==> src/design/trctb_pkg.sv <==
package trctb_pkg;

  // Storage depth of each bank; the slot field is four bits wide.
  localparam int BANK_DEPTH = 16;
  localparam int SLOT_W     = 4;
  localparam int COUNT_W    = 8;
  localparam int USED_W     = 5;

  // Prescaler and slow_ratio value after reset.
  localparam logic [COUNT_W-1:0] RATIO_RESET = 8'd10;

  typedef enum logic [1:0] {
    REQ_TICK  = 2'd0,
    REQ_REG   = 2'd1,
    REQ_WRITE = 2'd2,
    REQ_READ  = 2'd3
  } req_t;

  typedef enum logic [1:0] {
    ST_OK      = 2'd0,
    ST_FULL    = 2'd1,
    ST_BADSLOT = 2'd2
  } status_t;

  typedef logic [COUNT_W-1:0] count_t;

endpackage

==> src/design/two_rate_countdown_timer_bank.sv <==
// Two banks of 8-bit countdown timers, a fast bank and a slow bank.
// Requests arrive on the s_axis channel: tuser carries the request type and
// the bank, tdata the slot and the value. A tick request decrements every
// registered fast counter above zero and steps the prescaler; each time the
// prescaler reaches zero it is reloaded from slow_ratio and the registered
// slow counters above zero decrement as well. Register requests hand out the
// next free slot of a bank, write and read requests load or return a count.
// Every request produces exactly one result on the m_axis channel.
// The result is loaded into the output register at the clock edge that takes
// the request. One request is taken every cycle while the receiver keeps up;
// the rate is set by the single output register, which accepts a new result
// whenever it is empty or is being emptied in the same cycle.
// When the receiver stalls, the result is held and s_axis_tready falls until
// it is taken. The cfg channel writes slow_ratio and is always ready; the new
// ratio takes effect at the next prescaler reload.
// Reset clears all counts and allocations, and sets slow_ratio and the
// prescaler to ten. The block is ready in the first cycle after reset.
module two_rate_countdown_timer_bank
  import trctb_pkg::*;
#(
  parameter int FAST_SLOTS = 16,
  parameter int SLOW_SLOTS = 16
) (
  input  logic        clk,
  input  logic        rst,
  input  logic        s_axis_tvalid,
  output logic        s_axis_tready,
  input  logic [15:0] s_axis_tdata,  // [3:0] slot, [11:4] value, [15:12] zero
  input  logic [2:0]  s_axis_tuser,  // [1:0] req_type, [2] bank
  output logic        m_axis_tvalid,
  input  logic        m_axis_tready,
  output logic [15:0] m_axis_tdata,  // [3:0] slot_given, [11:4] count_value, [15:12] zero
  output logic [2:0]  m_axis_tuser,  // [1:0] status, [2] slow_served
  input  logic        cfg_valid,
  output logic        cfg_ready,
  input  logic [7:0]  cfg_data
);

  // Number of slots that may be handed out in each bank.
  localparam logic [USED_W-1:0] FAST_LIMIT = USED_W'(FAST_SLOTS);
  localparam logic [USED_W-1:0] SLOW_LIMIT = USED_W'(SLOW_SLOTS);

  count_t fast_counts [BANK_DEPTH];
  count_t slow_counts [BANK_DEPTH];
  count_t fast_counts_next [BANK_DEPTH];
  count_t slow_counts_next [BANK_DEPTH];

  logic [USED_W-1:0] fast_used, fast_used_next;
  logic [USED_W-1:0] slow_used, slow_used_next;
  count_t            tick_prescaler, tick_prescaler_next;
  count_t            slow_ratio;

  // Output register contents.
  logic              out_valid;
  status_t           out_status;
  logic [SLOT_W-1:0] out_slot_given;
  count_t            out_count;
  logic              out_served;

  // Result of the request at the input.
  status_t           status_next;
  logic [SLOT_W-1:0] slot_given_next;
  count_t            count_next;
  logic              served_next;

  req_t              req;
  logic              bank;
  logic [SLOT_W-1:0] slot;
  count_t            value;
  logic              accept;

  logic [USED_W-1:0] sel_used;
  logic [USED_W-1:0] sel_limit;
  logic              slot_ok;
  count_t            presc_dec;

  assign req   = req_t'(s_axis_tuser[1:0]);
  assign bank  = s_axis_tuser[2];
  assign slot  = s_axis_tdata[3:0];
  assign value = s_axis_tdata[11:4];

  // The output register takes a new result when it is empty or drained now.
  assign s_axis_tready = !out_valid || m_axis_tready;
  assign accept        = s_axis_tvalid && s_axis_tready;
  assign cfg_ready     = 1'b1;

  assign sel_used  = bank ? slow_used : fast_used;
  assign sel_limit = bank ? SLOW_LIMIT : FAST_LIMIT;
  // Slots are handed out in order from zero, so a slot is registered exactly
  // when it lies below the bank's allocation count.
  assign slot_ok   = {1'b0, slot} < sel_used;
  assign presc_dec = tick_prescaler - 8'd1;

  always_comb begin
    fast_counts_next    = fast_counts;
    slow_counts_next    = slow_counts;
    fast_used_next      = fast_used;
    slow_used_next      = slow_used;
    tick_prescaler_next = tick_prescaler;
    status_next         = ST_OK;
    slot_given_next     = '0;
    count_next          = '0;
    served_next         = 1'b0;

    unique case (req)
      REQ_TICK: begin
        for (int k = 0; k < BANK_DEPTH; k++) begin
          if (USED_W'(k) < fast_used && fast_counts[k] != '0) begin
            fast_counts_next[k] = fast_counts[k] - 8'd1;
          end
        end
        // A ratio of zero reloads zero, which wraps to 255 on the next tick.
        if (presc_dec == '0) begin
          tick_prescaler_next = slow_ratio;
          served_next         = 1'b1;
          for (int k = 0; k < BANK_DEPTH; k++) begin
            if (USED_W'(k) < slow_used && slow_counts[k] != '0) begin
              slow_counts_next[k] = slow_counts[k] - 8'd1;
            end
          end
        end else begin
          tick_prescaler_next = presc_dec;
        end
      end
      REQ_REG: begin
        if (sel_used >= sel_limit) begin
          status_next = ST_FULL;
        end else begin
          slot_given_next = sel_used[SLOT_W-1:0];
          if (bank) begin
            slow_counts_next[sel_used[SLOT_W-1:0]] = value;
            slow_used_next = slow_used + 5'd1;
          end else begin
            fast_counts_next[sel_used[SLOT_W-1:0]] = value;
            fast_used_next = fast_used + 5'd1;
          end
        end
      end
      REQ_WRITE: begin
        if (!slot_ok) begin
          status_next = ST_BADSLOT;
        end else if (bank) begin
          slow_counts_next[slot] = value;
        end else begin
          fast_counts_next[slot] = value;
        end
      end
      REQ_READ: begin
        if (!slot_ok) begin
          status_next = ST_BADSLOT;
        end else begin
          count_next = bank ? slow_counts[slot] : fast_counts[slot];
        end
      end
    endcase
  end

  // Timer state and configuration.
  always_ff @(posedge clk) begin
    if (rst) begin
      for (int k = 0; k < BANK_DEPTH; k++) begin
        fast_counts[k] <= '0;
        slow_counts[k] <= '0;
      end
      fast_used      <= '0;
      slow_used      <= '0;
      tick_prescaler <= RATIO_RESET;
      slow_ratio     <= RATIO_RESET;
    end else begin
      if (accept) begin
        fast_counts    <= fast_counts_next;
        slow_counts    <= slow_counts_next;
        fast_used      <= fast_used_next;
        slow_used      <= slow_used_next;
        tick_prescaler <= tick_prescaler_next;
      end
      if (cfg_valid && cfg_ready) begin
        slow_ratio <= cfg_data;
      end
    end
  end

  // Output register: valid flag under reset, payload loaded on each request.
  always_ff @(posedge clk) begin
    if (rst) begin
      out_valid <= 1'b0;
    end else if (accept) begin
      out_valid <= 1'b1;
    end else if (m_axis_tready) begin
      out_valid <= 1'b0;
    end
  end

  always_ff @(posedge clk) begin
    if (accept) begin
      out_status     <= status_next;
      out_slot_given <= slot_given_next;
      out_count      <= count_next;
      out_served     <= served_next;
    end
  end

  assign m_axis_tvalid = out_valid;
  assign m_axis_tdata  = {4'd0, out_count, out_slot_given};
  assign m_axis_tuser  = {out_served, out_status};

endmodule

==> config.mk <==
export PLATFORM = sky130hd
export DESIGN_NAME = two_rate_countdown_timer_bank
export DESIGN_NICKNAME = d
export VERILOG_FILES = /design/src/design/trctb_pkg.sv /design/src/design/two_rate_countdown_timer_bank.sv
export SDC_FILE = /design/constraint.sdc
export NUM_CORES = 2
export LEC_CHECK = 0
export BUFFER_PORTS_ARGS = -buffer_cell sky130_fd_sc_hd__buf_2
export CAP_MARGIN = 5
export CORE_AREA = 2 2 179 269
export CTS_CLUSTER_SIZE = 10
export DETAILED_ROUTE_END_ITERATION = 8
export DIE_AREA = 0 0 181 271
export PLACE_DENSITY = 0.72
export SYNTH_ARGS = -nofsm -noshare
export SYNTH_HDL_FRONTEND = slang
export SYNTH_SLANG_ARGS = --single-unit
==> constraint.sdc <==
create_clock -name clk -period 3.86 [get_ports clk]
set_clock_uncertainty 0.05 [all_clocks]
set_input_delay 0.965 -clock clk [delete_from_list [all_inputs] [get_ports clk]]
set_output_delay 0.965 -clock clk [all_outputs]
set_load 0.01 [all_outputs]
==> results_tabular.tex <==
\begin{tabular}{lr}
\hline
Metric & Value \\
\hline
\multicolumn{2}{l}{\textbf{Global routing}} \\
\quad Via count of the first global-routing pass & 27500 \\
\quad Wire length of the first global-routing pass & 167 mm \\
\quad Maximum number of pins on one net before global-route repair & 132 \\
\quad Remaining global-route overflow & 0 \\
\quad Global router's overall resource usage & 44.2\% \\
\quad Number of antenna violations at the first check in global routing & 15 \\
\multicolumn{2}{l}{\textbf{Status}} \\
\quad Result of the run & completed \\
\multicolumn{2}{l}{\textbf{Clock network}} \\
\quad Deepest level of the CTS H-tree & 2 \\
\quad Clk pin slew, worst setup/hold paths & 60 ps \\
\quad Max Buffers Root-to-Sink & 3 \\
\quad Clock tree from TritonCTS & done \\
\quad Hold bufs inserted after CTS & 0 \\
\quad Gates resized, CTS repair & 0 \\
\quad Root buf cell & sky130\_fd\_sc\_hd\_\_clkbuf\_16 \\
\quad Count of clock tree sinks & 298 \\
\quad Worst-Skew Late Latency & 560 ps \\
\quad CTS buffer count & 37 \\
\quad Post-CTS Setup Repair Bufs & 0 \\
\multicolumn{2}{l}{\textbf{Power}} \\
\quad Lkg Pwr & 10.0 nW \\
\quad Portion of total power attributed to combinational logic & 31.5\% \\
\quad Worst voltage drop across the vdd grid & 261 uV \\
\quad Switching share of power & 37.8\% \\
\quad Net load switching power & 3.93 mW \\
\quad Final total power & 10.4 mW \\
\quad Total power divided by cell area & 369 nW/um\^{}2 \\
\quad Power Internal & 6.47 mW \\
\quad Clock network power share & 32.8\% \\
\quad Flop pwr share & 35.8\% \\
\multicolumn{2}{l}{\textbf{Routing}} \\
\quad Post-detailed-route count of antenna-violating nets & 0 \\
\quad First-pass iteration count of the detailed router & 7 \\
\quad Detailed Route Iter0 Violations & 4243 \\
\quad Total DRC errors in the routed layout & 0 \\
\quad Routed vias/inst & 7.58 \\
\quad Via total after detailed routing & 29500 \\
\quad Total routed wirelength & 112 mm \\
\quad WL/cell & 28.9 um \\
\multicolumn{2}{l}{\textbf{Critical path}} \\
\quad Worst setup path category & register to register \\
\quad Arrival time at the worst endpoint & 4160 ps \\
\quad Kind of launch point of the worst setup path & register \\
\quad Required time at the worst-slack endpoint & 4250 ps \\
\quad Worst setup EP type & register \\
\quad Maximum fanout along the worst path & 8 \\
\multicolumn{2}{l}{\textbf{Synthesis}} \\
\quad Synth Instances & 3338 \\
\quad Synth cell types & 106 \\
\quad Portion of the post-synthesis area used by sequential elements & 23.6\% \\
\quad Mapped cell area & 25900 sq um \\
\quad Warning count from the yosys run & 0 \\
\quad Synth area leader & sky130\_fd\_sc\_hd\_\_dfxtp\_1 \\
\quad Share of flip-flops with an asynchronous set or reset & 0\% \\
\quad Proportion of netlist area held by the largest area contributor & 21.9\% \\
\quad Commonest register cell after synthesis & sky130\_fd\_sc\_hd\_\_dfxtp\_1 \\
\quad Biggest area contributors in the synthesized netlist & sky130\_fd\_sc\_hd\_\_dfxtp\_1 (22\%), sky130\_fd\_sc\_hd\_\_mux4\_2 (7.0\%), sky130\_fd\_sc\_hd\_\_a21oi\_1 (6.6\%) \\
\quad Number of enable flip-flop cells after synthesis & 15 \\
\quad Mapped Avg Cell Area & 7.75 sq um \\
\quad Yosys reg bits & 298 \\
\multicolumn{2}{l}{\textbf{Place}} \\
\quad Cell count after placement & 3828 \\
\quad DP Worst Slack & 102 ps \\
\quad Port bufs & 44 \\
\quad Final HPWL DP & 75.6 mm \\
\quad Routability congestion estimate from global placement & 1.06 \\
\multicolumn{2}{l}{\textbf{Die}} \\
\quad Initial standard-cell utilization of the core & 55.5\% \\
\quad Ports placed on the boundary & 54 \\
\quad Placeable core area & 46600 sq um \\
\quad Die ar. & 49100 sq um \\
\quad Cell row count & 97 \\
\quad Width of the die & 181 um \\
\quad Vertical extent of the die & 271 um \\
\multicolumn{2}{l}{\textbf{Timing}} \\
\quad Final sum of negative setup slack & 0 ps \\
\quad Setup repair after global routing missed its margin & no \\
\quad Setup Viol. Count Final & 0 \\
\quad Max Freq & 266 MHz \\
\quad Transition time at the pin with the least slew margin & 1300 ps \\
\quad Final period utilization & 97.6\% \\
\quad Final hold violation count & 0 \\
\quad Time the worst path needs with I/O delays and setup & 3770 ps \\
\quad Worst Setup Slack, final & 94.5 ps \\
\quad Max-slew violation total from the final report & 0 \\
\quad Max-slew headroom at the worst pin & 13.5\% \\
\multicolumn{2}{l}{\textbf{Flow run}} \\
\quad Maximum Capacitance Violations & 0 \\
\multicolumn{2}{l}{\textbf{Layout}} \\
\quad Count of placed standard cells in the final layout, fillers left out & 3896 \\
\quad Most used cells in the layout excluding fill and tap cells & sky130\_fd\_sc\_hd\_\_a21oi\_1 (340), sky130\_fd\_sc\_hd\_\_nand2\_1 (304), sky130\_fd\_sc\_hd\_\_dfxtp\_1 (283), sky130\_fd\_sc\_hd\_\_nor2\_1 (280), sky130\_fd\_sc\_hd\_\_o21ai\_0 (218) \\
\quad Most common library cell in the layout ignoring fill and taps & sky130\_fd\_sc\_hd\_\_a21oi\_1 \\
\quad Final layout net count & 3376 \\
\quad Layout Area Growth over Synthesis & 8.92\% \\
\quad Layout cells sized above 1 & 14.3\% \\
\multicolumn{2}{l}{\textbf{Min path}} \\
\quad Hold/Removal Path Class & register to register \\
\hline
\end{tabular}
worst paths after layout:
path / slack (ps) / cells after the start / from / endpoint
worst min-delay path: 410 / 2 / slow_ratio[2]$_SDFFE_PP0P_ / tick_prescaler[2]$_SDFFE_PP0P_
worst max-delay path: 90 / 9 / tick_prescaler[0]$_SDFFE_PP0P_ / slow_counts[102]$_SDFFE_PP0P_
worst max register to register: 90 / 9 / tick_prescaler[0]$_SDFFE_PP0P_ / slow_counts[102]$_SDFFE_PP0P_
worst min register to register: 410 / 2 / slow_ratio[2]$_SDFFE_PP0P_ / tick_prescaler[2]$_SDFFE_PP0P_
layout make-up:
cell class,count,area [sq um]
fill,4183,18400
multi-input combinational,2602,18000
sequential,298,6120
timing repair buffer,216,1730
clock buffer,55,1090
tap,594,743
inverter,118,448
antenna,11,27.5
clock inverter,2,13.8
critical path, cell delays in order, from the launching register on:
cell and delay, ps:
sky130_fd_sc_hd__dfxtp_1 360, sky130_fd_sc_hd__inv_1 80, sky130_fd_sc_hd__ha_1 220, sky130_fd_sc_hd__nor3b_4 290, sky130_fd_sc_hd__mux2i_1 900, sky130_fd_sc_hd__buf_4 370
sky130_fd_sc_hd__or3_1 590, sky130_fd_sc_hd__o21a_1 380, sky130_fd_sc_hd__nor2_1 140, sky130_fd_sc_hd__a211oi_1 270
cell families after synthesis:
logic type      synth area share, %
mux                            12.2
buf+inv                        6.98
other cells                  0.0290
flops                          23.6
fa+ha+maj                      3.43
simple gates                   20.8
compound gates                 31.5
xor+xnor                       1.42
power groups by stage:
stage	Clock [mW]	Combinational (mW)	Sequential (mW)
CTS	3.41	3.15	3.69
floorplan	0	2.31	3.57
global placement	0	3.05	3.74
global route	3.52	3.51	3.74
detailed placement	0	3.13	3.76
finish	3.41	3.27	3.72
synth_stat cells, drive strengths merged (28+ instances only):
cell / n
o211ai: 28
a22oi: 41
a31oi: 59
o21ai: 229
o221ai: 49
a211oi: 36
mux4: 80
a21oi: 343
a221oi: 45
nor4: 44
dfxtp: 283
nor3: 101
o22ai: 65
nand2: 305
mux2: 31
clkbuf: 216
mux2i: 101
or3: 28
nand3: 129
o31ai: 41
inv: 115
buf: 107
nor2: 282
ha: 71
a211o: 33
registers in the layout, summed over array words and instances, names as in the netlist:
name            count
out_served          1
m_axis_tvalid       1
fast_used           5
tick_prescaler      8
slow_ratio          8
slow_counts       128
out_slot_given      4
fast_counts       128
out_status          2
out_count           8
slow_used           5
through the flow:
step / utilization (%) / hold WS (ps) / cell area, sq um
after floorplan: - / 380 / 25900
after global placement: 58.1 / 404 / 27100
after global routing: 60.4 / 424 / 28200
final: 60.5 / 406 / 28200
after detailed placement: 58.1 / 400 / 27100
after CTS: 60.4 / 405 / 28200
layer usage:
metal / track usage [%] / part of all wire, %
met1: 50.6 / 33
met3: 13.8 / 14
met5: 0.800 / 0.096
met2: 65.8 / 42
met4: 39.9 / 11
No activity file was read; power rests on OpenSTA's default activity.
